`src/hw/rtl/hsl_pkg.sv`:
```
// Shared constants and types for the HSL to RGB converter.
package hsl_pkg;

   // Hue scale: sixteenths of a degree.
   localparam int HUE_W      = 13;
   localparam int HUE_FULL   = 5760;
   localparam int HUE_SECTOR = 960;
   localparam int HUE_PAIR   = 1920;
   localparam int OFFSET_W   = 10;

   // Saturation / lightness register fields.
   localparam int CFG_W       = 8;
   localparam int CFG_MAX     = 255;
   localparam int AS_W        = 2 * CFG_W;
   localparam int LIGHT_SCALE = 510;     // 2 * 255
   localparam int DIFF_W      = 17;      // holds 510 * 255

   // Internal values are in units of 1 / (2 * 255 * 255 * 960).
   localparam longint UNIT_DEN   = 64'd124848000;
   localparam int     UNIT_W     = 27;
   localparam int     FRAC_SHIFT = 27;   // reciprocal scale, 2^27 > UNIT_DEN
   localparam int     REM_W      = 28;   // remainder below 2 * UNIT_DEN

   // Register map.
   localparam int CSR_INDEX_W = 2;
   localparam int CSR_DATA_W  = 8;
   localparam logic [CSR_INDEX_W-1:0] CSR_SATURATION = 2'd0;
   localparam logic [CSR_INDEX_W-1:0] CSR_LIGHTNESS  = 2'd1;

   // 60-degree hue sectors; bit 0 set means a falling secondary ramp.
   typedef enum logic [2:0] {
      SECT_RED     = 3'd0,
      SECT_YELLOW  = 3'd1,
      SECT_GREEN   = 3'd2,
      SECT_CYAN    = 3'd3,
      SECT_BLUE    = 3'd4,
      SECT_MAGENTA = 3'd5
   } sector_type;

   localparam int NUM_CHAN = 3;

endpackage

```
`src/hw/rtl/hsl_to_rgb_converter.sv`:
```
// HSL to RGB converter: six-stage pipeline, hue per request, S and L from registers.
// Results: a request taken at a clock edge is registered through every stage and shows its
//   result on the rsp_ ports, with rsp_strobe high for one cycle.
// Throughput: one request per clock; busy never rises since the pipeline cannot stall.
// Reset (synchronous, active high) drops all requests in flight and loads the
//   registers with saturation 204 and lightness 128.
module hsl_to_rgb_converter
   import hsl_pkg::*;
#(
   parameter int COLOR_BITS = 8
) (
   input  logic                   clock,
   input  logic                   reset,
   // request channel
   input  logic                   start,
   output logic                   busy,
   input  logic [HUE_W-1:0]       req_hue,
   // result channel
   output logic                   rsp_strobe,
   output logic [COLOR_BITS-1:0]  rsp_red,
   output logic [COLOR_BITS-1:0]  rsp_green,
   output logic [COLOR_BITS-1:0]  rsp_blue,
   // register write channel
   input  logic                   csr_valid,
   output logic                   csr_ready,
   input  logic [CSR_INDEX_W-1:0] csr_index,
   input  logic [CSR_DATA_W-1:0]  csr_data
);

   // Channel full scale and the scaled reciprocal of the unit denominator.
   // The estimate floor(v * RECIP / 2^27) is the exact quotient or one below,
   // since v never exceeds UNIT_DEN < 2^27; stage six adds the missing one.
   localparam int                      RECIP_W  = COLOR_BITS + 1;
   localparam longint                  CM_LONG  = (64'd1 << COLOR_BITS) - 64'd1;
   localparam logic [COLOR_BITS-1:0]   CHAN_MAX = '1;
   localparam logic [RECIP_W-1:0]      RECIP    =
      RECIP_W'((CM_LONG << FRAC_SHIFT) / UNIT_DEN);
   localparam logic [UNIT_W-1:0]       DEN_U    = UNIT_W'(UNIT_DEN);
   localparam logic [REM_W-1:0]        DEN_R    = REM_W'(UNIT_DEN);

   // ---------------------------------------------------------------------
   // Configuration registers. Writes must come only while nothing is in
   // flight; the block does not enforce it. Stages 1-2 read them directly.
   // ---------------------------------------------------------------------
   logic [CFG_W-1:0] saturation_ff;
   logic [CFG_W-1:0] lightness_ff;

   assign csr_ready = 1'b1;
   assign busy      = 1'b0;

   always_ff @(posedge clock) begin
      if (reset) begin
         saturation_ff <= CFG_W'(204);
         lightness_ff  <= CFG_W'(128);
      end else if (csr_valid && csr_ready) begin
         unique case (csr_index)
            CSR_SATURATION: saturation_ff <= csr_data;
            CSR_LIGHTNESS:  lightness_ff  <= csr_data;
            default: ;     // unmapped index: write dropped
         endcase
      end
   end

   // ---------------------------------------------------------------------
   // Stage 1: fold hue, find sector and offset inside it; A = 255-|2L-255|,
   // AS = A * S.
   // ---------------------------------------------------------------------
   logic                  valid1_ff;
   sector_type            sector1_ff, sector1_in;
   logic [OFFSET_W-1:0]   offset1_ff, offset1_in;
   logic [AS_W-1:0]       as1_ff, as1_in;

   logic [HUE_W-1:0]      hue_fold;
   logic [CFG_W:0]        two_l;
   logic [CFG_W-1:0]      dev;
   logic [CFG_W-1:0]      chroma_a;

   always_comb begin
      hue_fold = (req_hue >= HUE_W'(HUE_FULL)) ? req_hue - HUE_W'(HUE_FULL) : req_hue;

      // exact sector boundary belongs to the higher sector
      priority if (hue_fold >= HUE_W'(5 * HUE_SECTOR)) begin
         sector1_in = SECT_MAGENTA;
         offset1_in = OFFSET_W'(hue_fold - HUE_W'(5 * HUE_SECTOR));
      end else if (hue_fold >= HUE_W'(4 * HUE_SECTOR)) begin
         sector1_in = SECT_BLUE;
         offset1_in = OFFSET_W'(hue_fold - HUE_W'(4 * HUE_SECTOR));
      end else if (hue_fold >= HUE_W'(3 * HUE_SECTOR)) begin
         sector1_in = SECT_CYAN;
         offset1_in = OFFSET_W'(hue_fold - HUE_W'(3 * HUE_SECTOR));
      end else if (hue_fold >= HUE_W'(2 * HUE_SECTOR)) begin
         sector1_in = SECT_GREEN;
         offset1_in = OFFSET_W'(hue_fold - HUE_W'(2 * HUE_SECTOR));
      end else if (hue_fold >= HUE_W'(HUE_SECTOR)) begin
         sector1_in = SECT_YELLOW;
         offset1_in = OFFSET_W'(hue_fold - HUE_W'(HUE_SECTOR));
      end else begin
         sector1_in = SECT_RED;
         offset1_in = OFFSET_W'(hue_fold);
      end

      two_l    = {lightness_ff, 1'b0};
      dev      = (two_l >= (CFG_W+1)'(CFG_MAX)) ? CFG_W'(two_l - (CFG_W+1)'(CFG_MAX))
                                                : CFG_W'((CFG_W+1)'(CFG_MAX) - two_l);
      chroma_a = CFG_W'(CFG_MAX) - dev;
      as1_in   = AS_W'(chroma_a) * AS_W'(saturation_ff);
   end

   // ---------------------------------------------------------------------
   // Stage 2: ramp weight w, then c = AS*1920, x = 2*AS*w,
   // m = 960*(510L - AS), all in common units.
   // ---------------------------------------------------------------------
   logic                valid2_ff;
   sector_type          sector2_ff;
   logic [UNIT_W-1:0]   cu2_ff, cu2_in;
   logic [UNIT_W-1:0]   xu2_ff, xu2_in;
   logic [UNIT_W-1:0]   mu2_ff, mu2_in;

   logic [OFFSET_W-1:0] ramp_w;
   logic [DIFF_W-1:0]   m_diff;

   always_comb begin
      // rising ramp in even sectors, falling in odd ones
      ramp_w = sector1_ff[0] ? OFFSET_W'(HUE_SECTOR) - offset1_ff : offset1_ff;
      xu2_in = UNIT_W'({as1_ff, 1'b0}) * UNIT_W'(ramp_w);
      cu2_in = UNIT_W'(as1_ff) * UNIT_W'(HUE_PAIR);
      m_diff = DIFF_W'(lightness_ff) * DIFF_W'(LIGHT_SCALE) - DIFF_W'(as1_ff);
      mu2_in = UNIT_W'(m_diff) * UNIT_W'(HUE_SECTOR);
   end

   // ---------------------------------------------------------------------
   // Stage 3: add the offset and route components by sector.
   // Lane 0 red, 1 green, 2 blue.
   // ---------------------------------------------------------------------
   logic                              valid3_ff;
   logic [NUM_CHAN-1:0][UNIT_W-1:0]   v3_ff, v3_in;

   logic [UNIT_W-1:0] vc, vx;

   always_comb begin
      vc = cu2_ff + mu2_ff;
      vx = xu2_ff + mu2_ff;
      unique case (sector2_ff)
         SECT_RED:     v3_in = {mu2_ff, vx, vc};
         SECT_YELLOW:  v3_in = {mu2_ff, vc, vx};
         SECT_GREEN:   v3_in = {vx, vc, mu2_ff};
         SECT_CYAN:    v3_in = {vc, vx, mu2_ff};
         SECT_BLUE:    v3_in = {vc, mu2_ff, vx};
         default:      v3_in = {vx, mu2_ff, vc};   // magenta
      endcase
   end

   // ---------------------------------------------------------------------
   // Stage 4: quotient estimate q0 = floor(v * RECIP / 2^27).
   // Stage 5: low remainder bits of v*CM and q0*D.
   // Stage 6: correct by one, clamp, drive the outputs.
   // ---------------------------------------------------------------------
   logic                                valid4_ff;
   logic [NUM_CHAN-1:0][UNIT_W-1:0]     v4_ff;
   logic [NUM_CHAN-1:0][COLOR_BITS-1:0] q4_ff, q4_in;

   logic                                valid5_ff;
   logic [NUM_CHAN-1:0][COLOR_BITS-1:0] q5_ff;
   logic [NUM_CHAN-1:0][REM_W-1:0]      pv5_ff, pv5_in;
   logic [NUM_CHAN-1:0][REM_W-1:0]      pq5_ff, pq5_in;

   logic [NUM_CHAN-1:0][COLOR_BITS-1:0] chan_in;

   logic [UNIT_W+RECIP_W-1:0]     est_prod   [NUM_CHAN];
   logic [UNIT_W+COLOR_BITS-1:0]  vcm_prod   [NUM_CHAN];
   logic [UNIT_W+COLOR_BITS-1:0]  qd_prod    [NUM_CHAN];
   logic [REM_W-1:0]              rem        [NUM_CHAN];
   logic [COLOR_BITS:0]           q_fix      [NUM_CHAN];

   always_comb begin
      for (int i = 0; i < NUM_CHAN; i++) begin
         est_prod[i] = (UNIT_W+RECIP_W)'(v3_ff[i]) * (UNIT_W+RECIP_W)'(RECIP);
         q4_in[i]    = est_prod[i][FRAC_SHIFT +: COLOR_BITS];

         vcm_prod[i] = (UNIT_W+COLOR_BITS)'(v4_ff[i]) * (UNIT_W+COLOR_BITS)'(CHAN_MAX);
         qd_prod[i]  = (UNIT_W+COLOR_BITS)'(q4_ff[i]) * (UNIT_W+COLOR_BITS)'(DEN_U);
         pv5_in[i]   = vcm_prod[i][REM_W-1:0];
         pq5_in[i]   = qd_prod[i][REM_W-1:0];

         // true remainder lies in [0, 2D), so the low bits are enough
         rem[i]   = pv5_ff[i] - pq5_ff[i];
         q_fix[i] = {1'b0, q5_ff[i]} + (COLOR_BITS+1)'(rem[i] >= DEN_R);
         chan_in[i] = (q_fix[i] > {1'b0, CHAN_MAX}) ? CHAN_MAX : q_fix[i][COLOR_BITS-1:0];
      end
   end

   // ---------------------------------------------------------------------
   // Pipeline registers. Only the valid bits are reset.
   // ---------------------------------------------------------------------
   logic                  strobe_ff;
   logic [COLOR_BITS-1:0] red_ff, green_ff, blue_ff;

   always_ff @(posedge clock) begin
      if (reset) begin
         valid1_ff <= 1'b0;
         valid2_ff <= 1'b0;
         valid3_ff <= 1'b0;
         valid4_ff <= 1'b0;
         valid5_ff <= 1'b0;
         strobe_ff <= 1'b0;
      end else begin
         valid1_ff <= start && !busy;
         valid2_ff <= valid1_ff;
         valid3_ff <= valid2_ff;
         valid4_ff <= valid3_ff;
         valid5_ff <= valid4_ff;
         strobe_ff <= valid5_ff;
      end

      sector1_ff <= sector1_in;
      offset1_ff <= offset1_in;
      as1_ff     <= as1_in;

      sector2_ff <= sector1_ff;
      cu2_ff     <= cu2_in;
      xu2_ff     <= xu2_in;
      mu2_ff     <= mu2_in;

      v3_ff      <= v3_in;

      v4_ff      <= v3_ff;
      q4_ff      <= q4_in;

      q5_ff      <= q4_ff;
      pv5_ff     <= pv5_in;
      pq5_ff     <= pq5_in;

      red_ff     <= chan_in[0];
      green_ff   <= chan_in[1];
      blue_ff    <= chan_in[2];
   end

   assign rsp_strobe = strobe_ff;
   assign rsp_red    = red_ff;
   assign rsp_green  = green_ff;
   assign rsp_blue   = blue_ff;

endmodule

```
`config.mk`:
```
export PLATFORM = sky130hd
export DESIGN_NAME = hsl_to_rgb_converter
export DESIGN_NICKNAME = d
export VERILOG_FILES = /design/src/hw/rtl/hsl_pkg.sv /design/src/hw/rtl/hsl_to_rgb_converter.sv
export SDC_FILE = /design/constraint.sdc
export NUM_CORES = 2
export LEC_CHECK = 0
export BUFFER_PORTS_ARGS = -buffer_cell sky130_fd_sc_hd__buf_2
export CORE_MARGIN = 10
export CORE_UTILIZATION = 40
export DETAILED_ROUTE_END_ITERATION = 10
export GPL_TIMING_DRIVEN = 0
export HOLD_SLACK_MARGIN = 0.1
export PLACE_DENSITY_LB_ADDON = 0.08
export SYNTH_ARGS = -nofsm -noshare
export SYNTH_HDL_FRONTEND = slang
export SYNTH_SLANG_ARGS = --single-unit
```
`constraint.sdc`:
```
create_clock -name clock -period 15.6 [get_ports clock]
set_input_delay 1.56 -clock clock [delete_from_list [all_inputs] [get_ports clock]]
set_output_delay 1.56 -clock clock [all_outputs]
set_load 0.01 [all_outputs]
```
**Yosys cells after proc, flatten, opt, wreduce, memory -nomap -nowiden**

Cells that the tools add are included.

- Add/subtract/negate cells: 19
- Multipliers: 14
- Order comparisons: 13
- Equal/unequal tests: 5
- Mux-type cells: 13
- Reduce and logical (&&, ||, !) cells: 5

Operators with widths:

| cell | number |
|---|---|
| case mux 81 bit (5 select lines) | 1 |
| multiplier 27 x 8 -> 34 bit (second input constant) | 3 |
| >= comparator 28 x 27 -> 1 bit (second input constant) | 3 |
| multiplier 27 x 8 -> 28 bit (second input constant) | 3 |
| subtractor 28 bit | 3 |
| multiplier 8 x 20 -> 21 bit (second input constant) | 3 |
| 2-to-1 mux 10 bit | 6 |
| adder 27 bit | 2 |
| subtractor 10 bit (second input constant) | 5 |
| adder 8 x 1 -> 9 bit | 3 |
| greater-than comparator 9 x 8 -> 1 bit (second input constant) | 3 |
| >= comparator 13 x 12 -> 1 bit (second input constant) | 2 |
| >= comparator 13 bit (second input constant) | 2 |
| multiplier 16 x 10 -> 26 bit | 1 |
| multiplier 17 x 4 -> 21 bit (second input constant) | 1 |
| multiplier 16 x 4 -> 20 bit (second input constant) | 1 |
| subtractor 17 x 16 -> 17 bit | 1 |
| multiplier 8 x 8 -> 16 bit | 1 |
| multiplier 8 x 8 -> 16 bit (second input constant) | 1 |
| subtractor 8 bit (first input constant) | 2 |
| >= comparator 13 x 10 -> 1 bit (second input constant) | 1 |
| >= comparator 13 x 11 -> 1 bit (second input constant) | 1 |
| 2-to-1 mux 13 bit | 1 |
| subtractor 13 bit (second input constant) | 1 |
| other kinds (14) | 18 |

- Bits in registers: 502
- Input port bits: 27
- Output and inout bits: 27
- Logic and storage cells: 106

**Depth between registers and ports, before layout**

- Depth after elaboration: 8
- Depth in mapped cells: 34
- Mapped depth without buffers: 34

**Least setup slack after synthesis**

Ideal clock, no wire load.

- Path kind: register to register
- From: reg lightness_ff[2]
- To: reg mu2_ff[25]
- Setup time: 0.072 ns
- Arrival time: 7.118 ns
- Data required time: 15.528 ns
- Slack: 8.410 ns
- Stages on the path, launching flop included: 29
- Path buffers: 0
- Clock period less this slack: 7.190 ns
- Cell sequence: dfxtp_1 -> inv_1 -> fa_1 -> fa_1 -> inv_1 -> fa_1 -> inv_1 -> fa_1 -> inv_1 -> ha_1 -> a21oi_1 -> xnor2_1 -> ha_1 -> and3_1 -> a211oi_1 -> xor2_1 -> inv_1 -> fa_1 -> inv_1 -> fa_1 -> inv_1 -> ha_1 -> and2_1 -> o21ai_0 -> o31ai_1 -> o41ai_1 -> o211ai_1 -> a21oi_1 -> xnor2_1

- Cells in the longest elaborated chain, start to end: 3

Ends and longest elaborated chain:

| what | RTL line | source |
|---|---|---|
| start, declared | hsl_to_rgb_converter.sv:46 | `logic [CFG_W-1:0] lightness_ff;` |
| start signal, assigned | hsl_to_rgb_converter.sv:58 | `CSR_LIGHTNESS: lightness_ff <= csr_data;` |
| multiplier 8 x 8 -> 16 bit | hsl_to_rgb_converter.sv:127 | `m_diff = DIFF_W'(lightness_ff) * DIFF_W'(LIGHT_SCALE) - DIFF_W'(as1_ff);` |
| subtractor 17 x 16 -> 17 bit | hsl_to_rgb_converter.sv:127 |  |
| multiplier 17 x 4 -> 21 bit | hsl_to_rgb_converter.sv:128 | `mu2_in = UNIT_W'(m_diff) * UNIT_W'(HUE_SECTOR);` |
| via mu2_in[25] | hsl_to_rgb_converter.sv:117 | `logic [UNIT_W-1:0] mu2_ff, mu2_in;` |
| end signal, assigned | hsl_to_rgb_converter.sv:222 | `mu2_ff <= mu2_in;` |
| end, declared | hsl_to_rgb_converter.sv:117 |  |

The timed path passes the listed nets, and every way through them passes these cells.
A chain may end at the register's enable or synchronous reset.

**Worst setup path in the final report**

- From: reg lightness_ff[7]
- To: reg mu2_ff[25]

The elaborated chain is that of the path after synthesis.

==> results.toml <==
[outcome]
outcome = "finished clean"

[yosys]
avgSynthCellArea_sq_um = 9.26
synth.area.top_cells = "fa_1 25%, ha_1 20%, dfxtp_1 18%, inv_1 8.6%, xnor2_1 4.6%"
synthCells = 5544
yosys_warnings = 0
synth_top_area_share_pct = 24.6
syn_nets = 7011
synth_ff_type = "dfxtp_1"
synthArstFlopShare_pct = 0
netlist_area_sq_um = 51300
ys_types = 93
seq_area_frac_synth_pct = 18.0
ys_ff_latch = 462
yosys.area.top_type = "fa_1"
synth-edff-count = 0

[sta]
final-hold-violation-count = 0
drv_slew = 0
grt_setup_unrepaired = "no"
worst_pin_slew_ps = 1360
tns_ps = 0
finalClockSkew_ps = 28.1
slew_headroom_pct = 7.79
period_needed_ps = 7850
setup_viol = 0
post-route-period-util_pct = 50.3
clock.fmax_mhz = 127

[worst_setup_path]
startpoint_type = "flop"
ff2ff_setup_slack_ps = 7750
path_max_fanout = 7
reg2reg_from = "lightness_ff[7]"
cp.arrival_ps = 8450
cp.required_ps = 16200
r2r_end = "mu2_ff[25]"
worstSetupPathType = "flop to flop"
end_kind = "flop"
reg2regPathDepth = 26

[clocking]
post_cts_buffers = 0
clock_latency_ps = 670
cts_resized = 0
hold_buffers = 0
cts.sinks = 462
cts_tree = "built"
cts_max_level = 2
clock_path_buffers = 3
cts_made_buffers = 59
clk_pin_slew_ps = 60
root_buffer = "clkbuf_16"

[route]
routed_via_density = 4.89
drt_iter0_drc = 1667
ant_nets = 0
routed_wl_microns = 119000
wire_per_inst_microns = 16.2
dr.pass1.iters = 5
vias = 36048
drc = 0

[cells_and_area]
drive_above_1_share_pct = 3.45
nFillCells = 12713
fin_nets = 7124
final_cell_mix = "1181 x inv_1, 809 x ha_1, 631 x fa_1, 462 x dfxtp_1, 306 x nor2_1"
syn2layout_area_growth_pct = 8.74
final_common_cell = "inv_1"

[placed_design]
port_buffers = 51
dp_hpwl_microns = 99100
place_congestion = 0.915

[global_route]
grt_antenna_before_repair = 1
overflow = 0
grt_pass1_vias = 37557
grt_pass1_wl_microns = 200000
grt_use_total_pct = 17.2
grt_max_degree = 16

[job]
maxCapViolations = 0

[min_path]
hold_depth = 0
hold_start = "sector1_ff[2]"
hold_path.class = "flop to flop"
hold_end = "sector2_ff[2]"

[floorplanning]
placement_rows = 131
coreArea_sq_um = 128000
die_x_microns = 378
ioPinCount = 54
dieArea_sq_um = 143000
start_util_pct = 40.3
die_height_microns = 378
cells by family (layout without fill, tap and decap cells):
group,after synthesis,after routing,share of synthesized area (%)
xor+xnor,361,361,6.20
buf+inv,1246,1404,9.13
compound gates,926,926,11.6
flops,462,462,18.0
other cells,2,4,0.0146
fa+ha+maj,1442,1442,44.4
mux,31,31,0.612
simple gates,1074,1074,10.1
Yosys cell counts, types with 24 or more instances:
library cell	count
nand2_1	276
o22ai_1	25
and2_1	78
xnor2_1	268
clkbuf_1	51
dfxtp_1	462
nand3_1	78
a21o_1	80
fa_1	631
and3_1	42
a211oi_1	33
inv_1	1181
a31oi_1	30
o31ai_1	24
o21a_1	52
nor2_1	306
mux2i_1	28
o21bai_1	29
a21oi_1	260
nand2b_1	46
nor2b_1	71
or3_1	25
xor2_1	91
ha_1	809
nor3_1	66
o21ai_1	38
o21ai_0	179
worst max-delay path by stage:
| stage | start | depth (start not counted) | to |
|---|---|---|---|
| after CTS | lightness_ff[7] | 26 | mu2_ff[25] |
| after global placement | lightness_ff[4] | 28 | mu2_ff[25] |
| final | lightness_ff[7] | 26 | mu2_ff[25] |
| after global routing | lightness_ff[7] | 28 | mu2_ff[25] |
| after floorplan | lightness_ff[2] | 28 | mu2_ff[25] |
| after detailed placement | lightness_ff[7] | 26 | mu2_ff[25] |
layout make-up:
type | instances | area, sq um | share of cell area, %
Multi-Input combinational cell | 3836 | 37400 | 67.0
Sequential cell | 462 | 9250 | 16.6
Inverter | 1182 | 4440 | 7.95
Tap cell | 1662 | 2080 | 3.73
Clock buffer | 78 | 1700 | 3.04
Clock inverter | 28 | 438 | 0.785
Timing Repair Buffer | 52 | 265 | 0.475
Buffer | 64 | 248 | 0.444
Antenna cell | 2 | 5.00 | 0.00897
per-layer routing:
metal	up-vias	track usage, %	part of all wire [%]
met5	-	0	0
met4	0	4.38	2.7
met3	165	2.01	3.3
met2	502	29.0	46
met1	17154	23.2	48
li1	18227	-	-
state kept, by name (all words and copies together), names as in the netlist, 19 cells and up:
register  cells
mu2_ff       20
pq5_ff       60
q5_ff        24
pv5_ff       63
v3_ff        75
cu2_ff       19
v4_ff        75
xu2_ff       25
q4_ff        24
critical path, stage by stage, from the launching register on:
cell and delay, ps:
dfxtp_1 380, clkbuf_1 400, inv_1 270, fa_1 540, inv_1 70, fa_1 490
inv_1 50, fa_1 460, fa_1 490, inv_1 40, ha_1 320, a21oi_1 230
xnor2_1 100, ha_1 220, or3_1 370, a211oi_1 210, nor3_1 120, xor2_1 420
inv_1 180, maj3_1 410, fa_1 540, inv_1 40, ha_1 200, o41ai_1 720
o211ai_1 170, a21oi_1 210, xnor2_1 130
metrics by stage:
step | instances | worst slack (ps) | utilization, % | hold slack [ps] | area, sq um
4_1_cts | 7364 | 7650 | 43.8 | 325 | 55800
2_1_floorplan | 5544 | 8410 | - | 310 | 51300
5_1_grt | 7364 | 7130 | 43.8 | 330 | 55800
3_5_place_dp | 7258 | 7670 | 42.1 | 312 | 53700
6_report | 7366 | 7750 | 43.8 | 325 | 55800
3_3_place_gp | 7257 | 7660 | 42.1 | 314 | 53700
Power is not shown: default switching activity piles up to over one toggle a cycle in this logic, so the estimate is an artifact.
